$ cat src/sv/ptbd_ram.sv
// Generic single-write, single-read RAM with a registered read port.
// Stand-alone; no package dependencies.
module ptbd_ram #(
    parameter int WIDTH = 8,
    parameter int DEPTH = 16,
    localparam int ADDR_W = (DEPTH > 1) ? $clog2(DEPTH) : 1
) (
    input  logic              clk,
    input  logic              we,
    input  logic [ADDR_W-1:0] waddr,
    input  logic [WIDTH-1:0]  wdata,
    input  logic              re,
    input  logic [ADDR_W-1:0] raddr,
    output logic [WIDTH-1:0]  rdata
);

    logic [WIDTH-1:0] mem [DEPTH];

    always_ff @(posedge clk)
    begin
        if (we)
        begin
            mem[waddr] <= wdata;
        end
        // The read data holds its value between reads.
        if (re)
        begin
            rdata <= mem[raddr];
        end
    end

endmodule
$ cat config.mk
export PLATFORM = sky130hd
export DESIGN_NAME = ptbd_ram
export DESIGN_NICKNAME = d
export VERILOG_FILES = /design/src/sv/ptbd_ram.sv
export SDC_FILE = /design/constraint.sdc
export NUM_CORES = 1
export LEC_CHECK = 0
export ABC_AREA = 0
export BUFFER_PORTS_ARGS = -buffer_cell sky130_fd_sc_hd__clkbuf_2
export CORE_MARGIN = 4
export CORE_UTILIZATION = 60
export DETAILED_ROUTE_END_ITERATION = 7
export PLACE_DENSITY_LB_ADDON = 0.25
export SYNTH_ARGS = -nofsm -noshare
export SYNTH_HDL_FRONTEND = slang
export SYNTH_SLANG_ARGS = --single-unit
$ cat constraint.sdc
create_clock -name clk -period 2.61 [get_ports clk]
set_clock_uncertainty 0.15 [all_clocks]
set_input_delay 0.261 -clock clk [delete_from_list [all_inputs] [get_ports clk]]
set_output_delay 0.261 -clock clk [all_outputs]
set_load 0.01 [all_outputs]
==> key figures <==
STA
  – Hold Fails Final Rpt: 0
  – RSZ-0062 raised after global routing: false
  – # setup viols final: 0
  – Worst Slack Setup Final: 0.919 ns
  – Max Fclk: 591 MHz
  – Clock period minus worst slack: 1.69 ns
  – Final period util: 64.8%
  – Slew headroom: 51.1%
  – Slew Viols, Final: 0
  – Setup tns final: 0 ns
  – Worst-margin pin slew: 0.732 ns

Logic synthesis
  – Syn Nets: 248
  – Yosys cell types: 18
  – Synth Cell Area: 5230 um^2
  – Warnings, synthesis: 0
  – Post-Syn Instances: 229
  – Area leader, netlist: edfxtp_1
  – Synth Register Bits: 136
  – Top cells by area, synth: edfxtp_1, mux4_2, mux4_1
  – Sequential share of the synthesized area: 78.1%
  – Share of the synthesized area in the top cell type: 78.1%
  – Syn Area/Cell: 22.8 um^2

Die
  – I/O Pins: 27
  – Die footprint: 10,300 um^2
  – Core ar.: 8340 um^2
  – Starting Density: 62.7%
  – Vert. Die Dim: 101 um
  – FP Rows: 33
  – Die X: 101 um

Critical path
  – Worst path bufs/invs: 0
  – Critical path endpoint category: register
  – CP Class: register to register
  – Delay-heaviest family, CP: multiplexers
  – Worst path slowest cell: mux4_1
  – Critical Path AT: 1.80 ns
  – Data required, critical path: 2.72 ns
  – CP Cell Sequence: mux4_1, a22oi_1, nand2_1
  – Worst Path Max Fanout: 1
  – Max incr delay on CP: 0.54 ns
  – Critical Path Start Type: register

Run status
  – Status: finished clean

Clocking
  – CTS resizes: 0
  – CTS tree: built
  – Max clock buf depth: 2
  – CTS buffer count: 17
  – Clk pin slew, worst setup/hold paths: 0.06 ns
  – H-tree levels: 4
  – Clk root buf: clkbuf_8
  – Sink Count: 136
  – Worst skew pair latency: 0.52 ns
  – # Post-CTS Setup Buffers: 0
  – # hold bufs at CTS: 1

Route
  – WL final: 10,100 um
  – Drt pass-1 iters: 4
  – Wire per inst: 25.3 um
  – Detailed-route DRC error count: 0
  – Initial DRC Count: 215
  – Post-route ant nets: 0
  – DR vias: 2,507
  – Vias/cell: 6.25

Global routing
  – Total GRT Usage: 22.2%
  – Largest net degree at the start of global routing: 33
  – First-pass GRT wire length: 15,800 um
  – GRT Residual Overflow: 0
  – Initial antenna violation count: 0
  – Vias in the first global route: 2,605

Layout
  – Area grow syn2layout: 18.4%
  – Fillers: 478
  – N_diodes: 0
  – Nets: 302
  – Share of cells above drive strength 1: 31.8%
  – Post-route cell area: 6190 um^2

Power and ir drop
  – PwrDens: 830 nW/um^2
  – Switching share of power: 20.0%
  – Max VDD drop: 0.560 mV
  – Reg power frac: 48.2%
  – Internal power: 4.11 mW
  – Pleak: 2.12 nW
  – Logic pwr share: 4.4%
  – Clk pwr share: 47.4%
  – P_sw: 1.03 mW

Placed design
  – DP Area: 5560 um^2
  – # port buffers: 26
  – GP Congestion: 0.772
  – Post-DP HPWL: 6050 um
  – Place WS: 0.614 ns

Worst hold path
  – Worst min path class: input port to register

Run
  – Max-cap viol count: 0
==> layout make-up <==
type	instances	area (um^2)	area share (%)
clock buffer	17	414	6.69
multi-input combinational	83	1060	17.1
tap	105	131	2.12
sequential	136	4080	66.0
clock inverter	15	200	3.24
timing repair buffer	45	300	4.85
==> cell families (layout without fill, tap and decap cells) <==
kind of cell / after synthesis / count (layout) / share of synthesized area (%)
buf+inv: 10 / 77 / 1.65
simple gates: 35 / 35 / 3.14
flops: 136 / 136 / 78.1
mux: 32 / 32 / 14.8
compound gates: 16 / 16 / 2.30
==> worst register-to-register path, cell delays in order, from the launching register on <==
cell      delay (ns)
edfxtp_1        0.42
mux4_1          0.54
a22oi_1         0.24
nand2_1         0.08
==> cells in the final DEF, fill, tap and decap left out <==
cell type / netlist / routed
clkinv_2: 0 / 2
nand2_1: 9 / 9
clkbuf_8: 0 / 1
nor3_1: 4 / 4
dlygate4sd3_1: 0 / 1
buf_12: 0 / 2
a22oi_1: 16 / 16
clkinv_4: 0 / 3
nand3b_1: 2 / 2
and2_1: 1 / 1
and2b_1: 1 / 1
buf_4: 1 / 16
clkinv_1: 0 / 1
mux4_2: 18 / 18
clkinvlp_4: 0 / 3
inv_6: 0 / 2
clkbuf_16: 0 / 16
mux4_1: 14 / 14
clkbuf_2: 0 / 26
bufinv_16: 0 / 4
nand2b_1: 2 / 2
or3b_2: 1 / 1
nor2_1: 13 / 13
edfxtp_1: 136 / 136
nand3_1: 1 / 1
nor2b_1: 1 / 1
==> cells in the mapped netlist, drive strengths merged <==
cell type	instances
nand2b	2
edfxtp	136
nor2b	1
and2b	1
buf	7
nor2	13
or3b	1
and2	1
nand3b	2
nand2	9
a22oi	16
nor3	4
mux4	32
nand3	1
clkdlybuf4s25	3
==> path summary, 6_finish.rpt <==
check                            from  depth (start not counted)  slack, ns              endpoint
setup / recovery  mem[1][1]$_DFFE_PP_                          3       0.92    rdata[1]$_DFFE_PP_
hold / removal               wdata[2]                          1       0.03  mem[11][2]$_DFFE_PP_
setup reg to reg  mem[1][1]$_DFFE_PP_                          3       0.92    rdata[1]$_DFFE_PP_
hold reg to reg   mem[4][3]$_DFFE_PP_                          3       0.60    rdata[3]$_DFFE_PP_
==> stage by stage <==
| stage | cells | hold WS [ns] | utilization (%) | power [mW] |
|---|---|---|---|---|
| 3_3_place_gp | 368 | 0.511 | 66.7 | 2.74 |
| 5_1_grt | 401 | 0.0392 | 74.2 | 5.30 |
| 2_1_floorplan | 229 | 0.210 | - | 2.65 |
| 3_5_place_dp | 368 | 0.512 | 66.7 | 2.74 |
| 6_report | 401 | 0.0304 | 74.2 | 5.13 |
| 4_1_cts | 401 | 0.0174 | 74.2 | 5.17 |
==> routing by layer <==
layer  share of wire, %  vias to the layer above  global-route usage [%]
li1                   -                     1091                       -
met3                7.9                       17                    5.85
met4                1.6                        0                    6.34
met1                 40                     1295                    31.3
met2                 51                      104                    35.0
met5                  0                        -                       0
==> flip-flops by register name, summed over array words and instances (netlist names) <==
name	cells
rdata	8
mem	128
==> power by group through the flow <==
stage | logic, mW | clock network [mW] | registers (mW)
after floorplan | 0.124 | 0 | 2.52
after global placement | 0.220 | 0 | 2.52
after detailed placement | 0.224 | 0 | 2.52
after CTS | 0.228 | 2.46 | 2.48
after global routing | 0.244 | 2.58 | 2.48
final | 0.225 | 2.43 | 2.48
Note: power is estimated with default switching activity, not from simulation.
